**src/rtl/chd_pkg.sv**
```systemverilog
package chd_pkg;

    // request codes on the req_type field
    localparam logic REQ_START = 1'b0;
    localparam logic REQ_BYTE  = 1'b1;

    // line-end characters of the chunked framing
    localparam logic [7:0] CHAR_CR = 8'h0D;
    localparam logic [7:0] CHAR_LF = 8'h0A;

    // depth of the queue between front and back
    localparam int QUEUE_DEPTH = 2;

    typedef struct packed {
        logic        req_type;
        logic        is_chunked;
        logic [63:0] content_length;
        logic [7:0]  data_byte;
    } chd_in_t;

    typedef struct packed {
        logic       payload_valid;
        logic [7:0] payload_byte;
        logic       body_done;
        logic       framing_error;
    } chd_out_t;

    // classified word handed from front to back
    typedef struct packed {
        logic        is_start;
        logic        is_chunked;
        logic [63:0] content_length;
        logic [7:0]  data_byte;
        logic        is_hex;
        logic [3:0]  hex_val;
        logic        is_cr;
        logic        is_lf;
    } chd_cls_t;

endpackage

```
**src/rtl/http_body_chunked_deframer.sv**
```systemverilog
// http body deframer: strips chunked or content-length framing off a body
//
// channels
//   item   : start words (req_type 0, framing fields) and body byte words
//            (req_type 1, data_byte); taken when item_valid and !item_stall
//   result : exactly one word for every item word, in order; taken when
//            result_valid and !result_stall
//
// timing
//   a taken word is classified and written into a two-entry queue; the
//   back end then pops it, updates the framing state and loads the result
//   register, so the queue entry and the result register lie between
//   acceptance and result_valid when the queue was empty and the output side is free
//   throughput is one word per cycle while result_stall is low, bounded by the
//   state update in the back end (64-bit count decrement or hex digit shift-in)
//
// reset clears the framing state to idle, clears the sticky error, and
// empties the queue and the result register
// a stalled result holds its value; the back end waits, the queue fills,
// and item_stall rises once both queue entries are taken
module http_body_chunked_deframer import chd_pkg::*; #(
    parameter int MAX_SIZE_CHARS = 20
) (
    input  logic     clk,
    input  logic     rst_n,
    input  logic     item_valid,
    output logic     item_stall,
    input  chd_in_t  item,
    output logic     result_valid,
    input  logic     result_stall,
    output chd_out_t result
);

    logic     push;
    logic     pop;
    logic     queue_full;
    logic     q_not_empty;
    chd_cls_t cls;
    chd_cls_t q_head;

    // front end: handshake and byte classification
    chd_front u_front (
        .item_valid (item_valid),
        .item       (item),
        .queue_full (queue_full),
        .item_stall (item_stall),
        .push       (push),
        .cls        (cls)
    );

    // decouples the input handshake from the state update
    chd_queue u_queue (
        .clk       (clk),
        .rst_n     (rst_n),
        .push      (push),
        .push_data (cls),
        .pop       (pop),
        .full      (queue_full),
        .not_empty (q_not_empty),
        .head      (q_head)
    );

    // back end: framing state machine and result register
    chd_back #(
        .MAX_SIZE_CHARS (MAX_SIZE_CHARS)
    ) u_back (
        .clk          (clk),
        .rst_n        (rst_n),
        .q_not_empty  (q_not_empty),
        .q_head       (q_head),
        .pop          (pop),
        .result_valid (result_valid),
        .result_stall (result_stall),
        .result       (result)
    );

endmodule

```
**src/rtl/chd_front.sv**
```systemverilog
module chd_front import chd_pkg::*; (
    input  logic     item_valid,
    input  chd_in_t  item,
    input  logic     queue_full,
    output logic     item_stall,
    output logic     push,
    output chd_cls_t cls
);

    logic [7:0] b;
    logic [7:0] dig_off;
    logic [7:0] low_off;
    logic [7:0] up_off;

    assign b       = item.data_byte;
    assign dig_off = b - 8'h30;
    assign low_off = b - 8'h57;
    assign up_off  = b - 8'h37;

    assign item_stall = queue_full;
    assign push       = item_valid && !queue_full;

    always_comb
    begin
        cls                = '0;
        cls.is_start       = (item.req_type == REQ_START);
        cls.is_chunked     = item.is_chunked;
        cls.content_length = item.content_length;
        cls.data_byte      = b;
        cls.is_cr          = (b == CHAR_CR);
        cls.is_lf          = (b == CHAR_LF);
        priority if (b >= 8'h30 && b <= 8'h39)
        begin
            cls.is_hex  = 1'b1;
            cls.hex_val = dig_off[3:0];
        end
        else if (b >= 8'h61 && b <= 8'h66)
        begin
            cls.is_hex  = 1'b1;
            cls.hex_val = low_off[3:0];
        end
        else if (b >= 8'h41 && b <= 8'h46)
        begin
            cls.is_hex  = 1'b1;
            cls.hex_val = up_off[3:0];
        end
        else
        begin
            cls.is_hex  = 1'b0;
            cls.hex_val = 4'h0;
        end
    end

endmodule

```
**src/rtl/chd_queue.sv**
```systemverilog
module chd_queue import chd_pkg::*; (
    input  logic     clk,
    input  logic     rst_n,
    input  logic     push,
    input  chd_cls_t push_data,
    input  logic     pop,
    output logic     full,
    output logic     not_empty,
    output chd_cls_t head
);

    localparam int PTR_W = (QUEUE_DEPTH > 1) ? $clog2(QUEUE_DEPTH) : 1;
    localparam int CNT_W = $clog2(QUEUE_DEPTH + 1);
    localparam logic [PTR_W-1:0] LAST_PTR = PTR_W'(QUEUE_DEPTH - 1);
    localparam logic [CNT_W-1:0] FULL_CNT = CNT_W'(QUEUE_DEPTH);

    chd_cls_t       store [QUEUE_DEPTH];
    logic [PTR_W-1:0] wr_ptr_reg, wr_ptr_next;
    logic [PTR_W-1:0] rd_ptr_reg, rd_ptr_next;
    logic [CNT_W-1:0] count_reg, count_next;

    assign full      = (count_reg == FULL_CNT);
    assign not_empty = (count_reg != '0);
    assign head      = store[rd_ptr_reg];

    always_comb
    begin
        wr_ptr_next = wr_ptr_reg;
        rd_ptr_next = rd_ptr_reg;
        count_next  = count_reg;
        if (push)
        begin
            wr_ptr_next = (wr_ptr_reg == LAST_PTR) ? '0 : wr_ptr_reg + 1'b1;
        end
        if (pop)
        begin
            rd_ptr_next = (rd_ptr_reg == LAST_PTR) ? '0 : rd_ptr_reg + 1'b1;
        end
        if (push && !pop)
        begin
            count_next = count_reg + 1'b1;
        end
        else if (pop && !push)
        begin
            count_next = count_reg - 1'b1;
        end
    end

    always_ff @(posedge clk or negedge rst_n)
    begin
        if (!rst_n)
        begin
            wr_ptr_reg <= '0;
            rd_ptr_reg <= '0;
            count_reg  <= '0;
        end
        else
        begin
            wr_ptr_reg <= wr_ptr_next;
            rd_ptr_reg <= rd_ptr_next;
            count_reg  <= count_next;
        end
    end

    always_ff @(posedge clk)
    begin
        if (push)
        begin
            store[wr_ptr_reg] <= push_data;
        end
    end

endmodule

```
**src/rtl/chd_back.sv**
```systemverilog
module chd_back import chd_pkg::*; #(
    parameter int MAX_SIZE_CHARS = 20
) (
    input  logic     clk,
    input  logic     rst_n,
    input  logic     q_not_empty,
    input  chd_cls_t q_head,
    output logic     pop,
    output logic     result_valid,
    input  logic     result_stall,
    output chd_out_t result
);

    localparam int CNT_W = $clog2(MAX_SIZE_CHARS - 3);
    localparam logic [CNT_W-1:0] DIGIT_LIMIT = CNT_W'(MAX_SIZE_CHARS - 4);

    localparam logic [3:0] PH_IDLE     = 4'd0;
    localparam logic [3:0] PH_LENGTH   = 4'd1;
    localparam logic [3:0] PH_SIZE     = 4'd2;
    localparam logic [3:0] PH_SIZE_LF  = 4'd3;
    localparam logic [3:0] PH_DATA     = 4'd4;
    localparam logic [3:0] PH_DATA_CR  = 4'd5;
    localparam logic [3:0] PH_DATA_LF  = 4'd6;
    localparam logic [3:0] PH_FINAL_CR = 4'd7;
    localparam logic [3:0] PH_FINAL_LF = 4'd8;
    localparam logic [3:0] PH_DONE     = 4'd9;

    logic [3:0]       phase_reg, phase_next;
    logic [63:0]      rem_reg, rem_next;
    logic [CNT_W-1:0] cnt_reg, cnt_next;
    logic             err_reg, err_next;
    logic             out_valid_reg;
    chd_out_t         out_reg;
    chd_out_t         res;
    logic [63:0]      rem_dec;
    logic             bad;

    // next result may load when the output slot is empty or being taken
    assign pop          = q_not_empty && (!out_valid_reg || !result_stall);
    assign result_valid = out_valid_reg;
    assign result       = out_reg;
    assign rem_dec      = rem_reg - 64'd1;

    always_comb
    begin
        phase_next = phase_reg;
        rem_next   = rem_reg;
        cnt_next   = cnt_reg;
        err_next   = err_reg;
        res        = '0;
        bad        = 1'b0;
        if (!err_reg)
        begin
            if (q_head.is_start)
            begin
                cnt_next = '0;
                rem_next = '0;
                priority if (q_head.is_chunked)
                begin
                    phase_next = PH_SIZE;
                end
                else if (q_head.content_length == 64'd0)
                begin
                    phase_next    = PH_DONE;
                    res.body_done = 1'b1;
                end
                else
                begin
                    rem_next   = q_head.content_length;
                    phase_next = PH_LENGTH;
                end
            end
            else
            begin
                unique case (phase_reg)
                    PH_LENGTH, PH_DATA:
                    begin
                        res.payload_valid = 1'b1;
                        res.payload_byte  = q_head.data_byte;
                        rem_next          = rem_dec;
                        if (rem_dec == 64'd0)
                        begin
                            if (phase_reg == PH_LENGTH)
                            begin
                                phase_next    = PH_DONE;
                                res.body_done = 1'b1;
                            end
                            else
                            begin
                                phase_next = PH_DATA_CR;
                            end
                        end
                    end
                    PH_SIZE:
                    begin
                        priority if (q_head.is_hex)
                        begin
                            if (cnt_reg >= DIGIT_LIMIT)
                            begin
                                bad = 1'b1;
                            end
                            else
                            begin
                                rem_next = {rem_reg[59:0], q_head.hex_val};
                                cnt_next = cnt_reg + 1'b1;
                            end
                        end
                        else if (q_head.is_cr && cnt_reg != '0)
                        begin
                            phase_next = PH_SIZE_LF;
                        end
                        else
                        begin
                            bad = 1'b1;
                        end
                    end
                    PH_SIZE_LF:
                    begin
                        if (!q_head.is_lf)
                        begin
                            bad = 1'b1;
                        end
                        else
                        begin
                            cnt_next   = '0;
                            phase_next = (rem_reg == 64'd0) ? PH_FINAL_CR : PH_DATA;
                        end
                    end
                    PH_DATA_CR:
                    begin
                        if (q_head.is_cr) phase_next = PH_DATA_LF;
                        else bad = 1'b1;
                    end
                    PH_DATA_LF:
                    begin
                        if (q_head.is_lf) phase_next = PH_SIZE;
                        else bad = 1'b1;
                    end
                    PH_FINAL_CR:
                    begin
                        if (q_head.is_cr) phase_next = PH_FINAL_LF;
                        else bad = 1'b1;
                    end
                    PH_FINAL_LF:
                    begin
                        if (q_head.is_lf)
                        begin
                            phase_next    = PH_DONE;
                            res.body_done = 1'b1;
                        end
                        else
                        begin
                            bad = 1'b1;
                        end
                    end
                    default:
                    begin
                        // no open body: idle or already complete
                        bad = 1'b1;
                    end
                endcase
            end
            if (bad)
            begin
                err_next = 1'b1;
                res      = '0;
            end
        end
        res.framing_error = err_next;
    end

    always_ff @(posedge clk or negedge rst_n)
    begin
        if (!rst_n)
        begin
            phase_reg     <= PH_IDLE;
            rem_reg       <= '0;
            cnt_reg       <= '0;
            err_reg       <= 1'b0;
            out_valid_reg <= 1'b0;
        end
        else
        begin
            if (pop)
            begin
                phase_reg     <= phase_next;
                rem_reg       <= rem_next;
                cnt_reg       <= cnt_next;
                err_reg       <= err_next;
                out_valid_reg <= 1'b1;
            end
            else if (!result_stall)
            begin
                out_valid_reg <= 1'b0;
            end
        end
    end

    always_ff @(posedge clk)
    begin
        if (pop)
        begin
            out_reg <= res;
        end
    end

    a_err_sticky: assert property (@(posedge clk) disable iff (!rst_n)
        err_reg |=> err_reg)
        else $error("framing error cleared without reset");

    a_no_payload_on_err: assert property (@(posedge clk) disable iff (!rst_n)
        out_valid_reg && out_reg.payload_valid |-> !out_reg.framing_error)
        else $error("payload byte passed with error set");

    a_zero_byte: assert property (@(posedge clk) disable iff (!rst_n)
        out_valid_reg && !out_reg.payload_valid |-> out_reg.payload_byte == 8'h00)
        else $error("payload byte not zero while not valid");

    a_digit_limit: assert property (@(posedge clk) disable iff (!rst_n)
        cnt_reg <= DIGIT_LIMIT)
        else $error("size digit count beyond limit");

    a_done_flag: assert property (@(posedge clk) disable iff (!rst_n)
        pop && phase_next == PH_DONE && phase_reg != PH_DONE && !err_next
        |=> out_reg.body_done)
        else $error("body completed without done flag");

endmodule

```
**config.mk**
```make
export PLATFORM = sky130hd
export DESIGN_NAME = http_body_chunked_deframer
export DESIGN_NICKNAME = d
export VERILOG_FILES = /design/src/rtl/chd_pkg.sv /design/src/rtl/http_body_chunked_deframer.sv /design/src/rtl/chd_front.sv /design/src/rtl/chd_queue.sv /design/src/rtl/chd_back.sv
export SDC_FILE = /design/constraint.sdc
export NUM_CORES = 1
export LEC_CHECK = 0
export ABC_AREA = 0
export BUFFER_PORTS_ARGS = -buffer_cell sky130_fd_sc_hd__buf_2
export CAP_MARGIN = 20
export CORE_ASPECT_RATIO = 0.75
export CORE_MARGIN = 8
export CORE_UTILIZATION = 60
export DETAILED_ROUTE_END_ITERATION = 8
export MAX_ROUTING_LAYER = met4
export PLACE_DENSITY = 0.85
export SLEW_MARGIN = 30
export SYNTH_ARGS = -nofsm -noshare
export SYNTH_HDL_FRONTEND = slang
export SYNTH_HIERARCHICAL = 1
export SYNTH_SLANG_ARGS = --single-unit
```
**constraint.sdc**
```tcl
create_clock -name clk -period 8.6 [get_ports clk]
set_input_delay 1.72 -clock clk [delete_from_list [all_inputs] [get_ports clk]]
set_output_delay 1.72 -clock clk [all_outputs]
set_load 0.03 [all_outputs]
```
Word-level counts from Yosys, hierarchy flattened. Memory sizes are Yosys's and may differ from the RTL's. Index checks and enable logic that the tools add are counted. W data, S select, Z words.

Memory bits (writable): 162. Register bits after elaboration: 90. Output and inout bits: 13. Memories kept: 1. Logic and storage cells: 140.

Add/sub/neg operators: 9. Order comparisons: 7. Reductions and logical operators: 32. Equality and inequality tests: 22. Bitwise operators: 3. Multiplexer cells: 54.

Memories: u_queue.store (depth 2, width 81, read ports 1, clocked after memory_dff 0, wr ports 1, line chd_queue.sv:17) `chd_cls_t store [QUEUE_DEPTH];`.

Operators with widths (number): $mux W64 (5); $logic_not A64 Y1 (3); $pmux W64 S2 (1); $sub A64 B1 Y64 const B (1); $mux W4 (12); $mux W5 (7); $pmux W4 S7 (1); $mux W1 (21); $ne A3 B2 Y1 const B (7); $eq A4 B3 Y1 const B (4); $eq A8 B4 Y1 const B (2); $ge A8 B7 Y1 const B (2); $le A8 B7 Y1 const B (2); $reduce_and A11 Y1 (1); $pmux W5 S2 (1); $mux W9 (1); $ne A3 B3 Y1 const B (3); $eq A4 B2 Y1 const B (2); $ge A8 B6 Y1 const B (1); $le A8 B6 Y1 const B (1); $logic_and A1 B1 Y1 (8); $reduce_bool A8 Y1 (1); $sub A4 B3 Y4 const B (2); $mux W2 (3); 23 further kinds (35).

Logic depth before layout (Yosys ltp).
Depth after elaboration: 9. Gate-level depth with buffers: 13.

Modules after synthesis. Netlist, hierarchy kept.

By module, submodules not included: chd_back (times used 1, area an instance 6884.1 um^2, sequential area each 2207.1 um^2, cells each 917); chd_queue (times used 1, area an instance 6433.7 um^2, sequential area each 4964.8 um^2, cells each 268); chd_front (times used 1, area an instance 792.0 um^2, sequential area each 0.0 um^2, cells each 106).

Least setup slack after synthesis. OpenSTA, ideal clock, no wires.

Path kind: input to register. From: input port item_valid. To: memory u_queue/store[0][0] in the netlist's numbering (enable). Setup slack: 2490 ps. Data arrival time: 5580 ps. Required time: 8069 ps. Buffers on the path: 0. Stages on the path: 2. Cell sequence: nor2b_1 -> nor2b_1.

Word-level cells in the longest chain between the ends: 3.

Ends and longest elaborated chain: start: declaration (line http_body_chunked_deframer.sv:26) `input logic item_valid,`; $logic_and A1 B1 Y1 (line chd_front.sv:21) `assign push = item_valid && !queue_full;`; $mux W1 (line chd_queue.sv:67) `if (push)`; $mux W1 (not written as such) (line chd_queue.sv:69) `store[wr_ptr_reg] <= push_data;`; end: declaration (line chd_queue.sv:17).

No other way between the ends.

Worst setup path after layout.
From: register u_back.rem_reg[0]. To: register u_back.out_reg, in the netlist u_back/result[1], data pin.

Word-level cells in the longest chain between the ends: 5.

Ends and longest elaborated chain: start: declaration (line chd_back.sv:29) `logic [63:0] rem_reg, rem_next;`; start signal: assignment (line chd_back.sv:187) `rem_reg <= rem_next;`; $sub A64 B1 Y64 (line chd_back.sv:42) `assign rem_dec = rem_reg - 64'd1;`; $logic_not A64 Y1 (line chd_back.sv:81) `if (rem_dec == 64'd0)`; $mux W1 (line chd_back.sv:81); $pmux W1 S2 (line chd_back.sv:75) `unique case (phase_reg)`; $mux W1 (line chd_back.sv:54) `if (q_head.is_start)`; end signal: assignment (line chd_back.sv:203) `out_reg <= res;`; end: declaration (line chd_back.sv:33) `chd_out_t out_reg;`.

No other way between the ends. A chain may end at the register's enable or synchronous reset.

==> flow_metrics.py <==
metrics = {
    "clock_network": {
        "h-tree-depth": 1,
        "cts_num_sinks": 252,
        "cts_tree": "built",
        "ctsResizeCount": 0,
        "clockBufferDepth": 3,
        "postCtsSetupBuffers": 0,
        "path_clk_slew_ps": 70,
        "cts_buffers": 25,
        "root_buffer": "clkbuf_16",
        "clk_latency_ps": 540,
        "hold_buffers": 0,
    },
    "final_layout": {
        "fillers": 1750,
        "final_nets": 1340,
        "fin_area_um2": 14920,
        "num_antenna_cells": 0,
        "mostFrequentLayoutCells": "173 x edfxtp_1, 113 x o21ai_0, 108 x nor2_1",
        "mostFrequentLayoutCell": "edfxtp_1",
        "areaGrowthSynthToFinish_pct": 5.746,
        "largest_reg_flops": 162,
        "drive_gt1_share_pct": 19.89,
    },
    "timing": {
        "worst_slew_pin_slew_ps": 990.1,
        "rsz0062_at_grt": "false",
        "setup_viol": 0,
        "relSlewSlack_pct": 33.99,
        "fin_crit_ps": 4114,
        "totalNegativeSetupSlack_ps": 0,
        "period_share_pct": 47.84,
        "fin_skew_ps": 17.63,
        "final_max_slew_viol_count": 0,
        "final-hold-violation-count": 0,
        "max_freq_mhz": 243.1,
    },
    "min_path": {
        "hp-class": "reg -> reg",
    },
    "floorplan": {
        "dieWidth_um": 193.1,
        "num_rows": 48,
        "core_um2": 23060,
        "die_h_um": 148.8,
        "dieArea_um2": 28730,
        "io_pins": 91,
        "start_util_pct": 61.18,
    },
    "yosys": {
        "synth-adder-area-share_pct": 0.7981,
        "synth_top_family_by_area": "simple AND/OR/NAND/NOR gates",
        "synth_ff_type": "edfxtp_1",
        "synth.area.top_cells": "edfxtp_1 37%, dfrtp_1 14%, mux2_4 8.4%, o21ai_0 4.0%, buf_4 4.0%",
        "yosysTopAreaCell": "edfxtp_1",
        "synth.top_cell.area_share_pct": 36.82,
        "ys_warn_count": 6,
        "ys_ff_latch": 252,
        "synthXorXnorAreaFrac_pct": 2.235,
        "syn_avg_cell_area_um2": 10.93,
        "ys_types": 78,
        "synth_simple_gate_area_share_pct": 16.01,
        "syn_area_um2": 14110,
        "async_flop_share_pct": 31.35,
        "syn-num-nets": 1378,
        "synthMuxAreaShare_pct": 8.930,
        "synth-edff-count": 173,
        "yosysSeqAreaShare_pct": 50.83,
        "synth_compound_area_share_pct": 13.12,
        "syn_inst": 1291,
    },
    "setup_path": {
        "critPathKind": "reg -> reg",
        "critPathRequiredTime_ps": 8980,
        "end_kind": "flop",
        "crit_arrival_ps": 4490,
        "cp_max_fo": 10,
        "startpoint_type": "flop",
    },
    "global_routing": {
        "grt_max_degree": 108,
        "grt_pass1_wl_mm": 54.36,
        "grt_overflow": 0,
        "antenna_found_initial": 0,
        "track_usage_pct": 24.43,
        "grt_pass1_vias": 9639,
    },
    "routing": {
        "drtIter0Drc": 1614,
        "wl_met3_mm": 3.422,
        "drt-met1-wl_mm": 15.56,
        "num_vias": 10320,
        "drc": 0,
        "viasPerCell": 6.567,
        "top_layer": "met4",
        "wire_per_inst_um": 22.07,
        "wl_met2_mm": 15.08,
        "antenna_left": 0,
        "firstDrtPassIters": 8,
        "wl_mm": 34.70,
    },
    "placed_design": {
        "dpl-instance-area_um2": 13990,
        "gp_congestion": 1.021,
        "io_buffer_count": 90,
        "dp_hpwl_mm": 23.58,
    },
    "job": {
        "drv_cap": 0,
    },
    "run_status": {
        "status": "finished, final reports clean",
    },
    "power": {
        "p_leak_nw": 5.635,
        "power.density_nw_per_um2": 372.7,
        "ir_drop_v": 0.0001972,
    },
}
==> logic make-up (layout without fill, tap and decap cells) <==
logic type	after synthesis	count (layout)
AO/OA/AOI/OAI	295	295
adder cells (fa/ha/maj)	9	9
AND/OR/NAND/NOR	426	426
buffers and inverters	187	168
multiplexers	86	86
flip-flops	252	252
XOR/XNOR	36	36
==> critical path: stages (launching register included) <==
cell and delay (ps):
dfrtp_1 510, inv_1 170, ha_1 280, nor3b_1 460
nand4_1 390, or4_1 790, nor3_1 250, xnor2_1 230
nand4_1 220, nor4_4 340, nand3_1 130, a31oi_1 180
==> cell usage after synthesis (7+ instances only) <==
cell type and number:
nand2b_1 10, inv_1 23, mux2_4 79, nor2_1 109, nand3_1 19, a22o_1 14
o21ai_0 113, clkbuf_1 70, or4_1 10, xnor2_1 22, a21oi_1 65, buf_12 8
nand4_1 25, xor2_1 14, nor3_1 48, nor4_1 46, o31ai_1 8, a22oi_1 7
ha_1 9, dfrtp_1 79, or3_1 13, a222oi_1 8, nand2_1 82, buf_2 8
buf_4 75, a211oi_1 24, and3_1 10, edfxtp_1 173
==> path summary, 6_finish.rpt <==
kind,start,end,slack [ps],depth (start not counted)
setup / recovery,u_back/rem_reg[0],u_back/result[1],4490,11
hold / removal,u_queue/count_reg[1],u_queue/count_reg[1],500,1
setup reg to reg,u_back/rem_reg[0],u_back/result[1],4490,11
hold reg to reg,u_queue/count_reg[1],u_queue/count_reg[1],500,1
max in group asynchronous,rst_n,u_back/result_valid,6760,1
min in group asynchronous,rst_n,u_queue/rd_ptr_reg,1210,1
==> power breakdown <==
part	internal, mW	total, mW	switching [mW]
Combinational	0.893	2.20	1.30
Clock	0.757	1.22	0.459
Sequential	1.68	2.15	0.469
==> cell type report <==
class | count | area (um2) | area share (%)
clock buffer | 33 | 705.7 | 4.730
clock inverter | 13 | 221.5 | 1.484
inverter | 23 | 86.33 | 0.5786
multi-input combinational | 852 | 5824 | 39.04
sequential | 252 | 7176 | 48.09
tap | 300 | 375.4 | 2.516
timing repair buffer | 99 | 531.8 | 3.564
==> stage by stage <==
| step | setup slack (ps) | utilization (%) | cells | hold slack (ps) | power, mW |
|---|---|---|---|---|---|
| after floorplan | 2490 | - | 1291 | 447.4 | 3.810 |
| final | 4486 | 64.70 | 1572 | 502.8 | 5.561 |
| after detailed placement | 4592 | 60.68 | 1526 | 490.2 | 4.298 |
| after global routing | 4217 | 64.70 | 1572 | 514.2 | 5.843 |
| after global placement | 4723 | 60.63 | 1526 | 468.0 | 4.237 |
| after CTS | 4572 | 64.70 | 1572 | 504.2 | 5.535 |
==> metal layers <==
layer | vias to the layer above | GRT usage [%]
li1 | 4692 | -
met1 | 4974 | 36.21
met2 | 593 | 34.99
met3 | 64 | 4.089
met4 | 0 | 4.988
met5 | - | -
No activity file was read; power rests on OpenSTA's default activity.
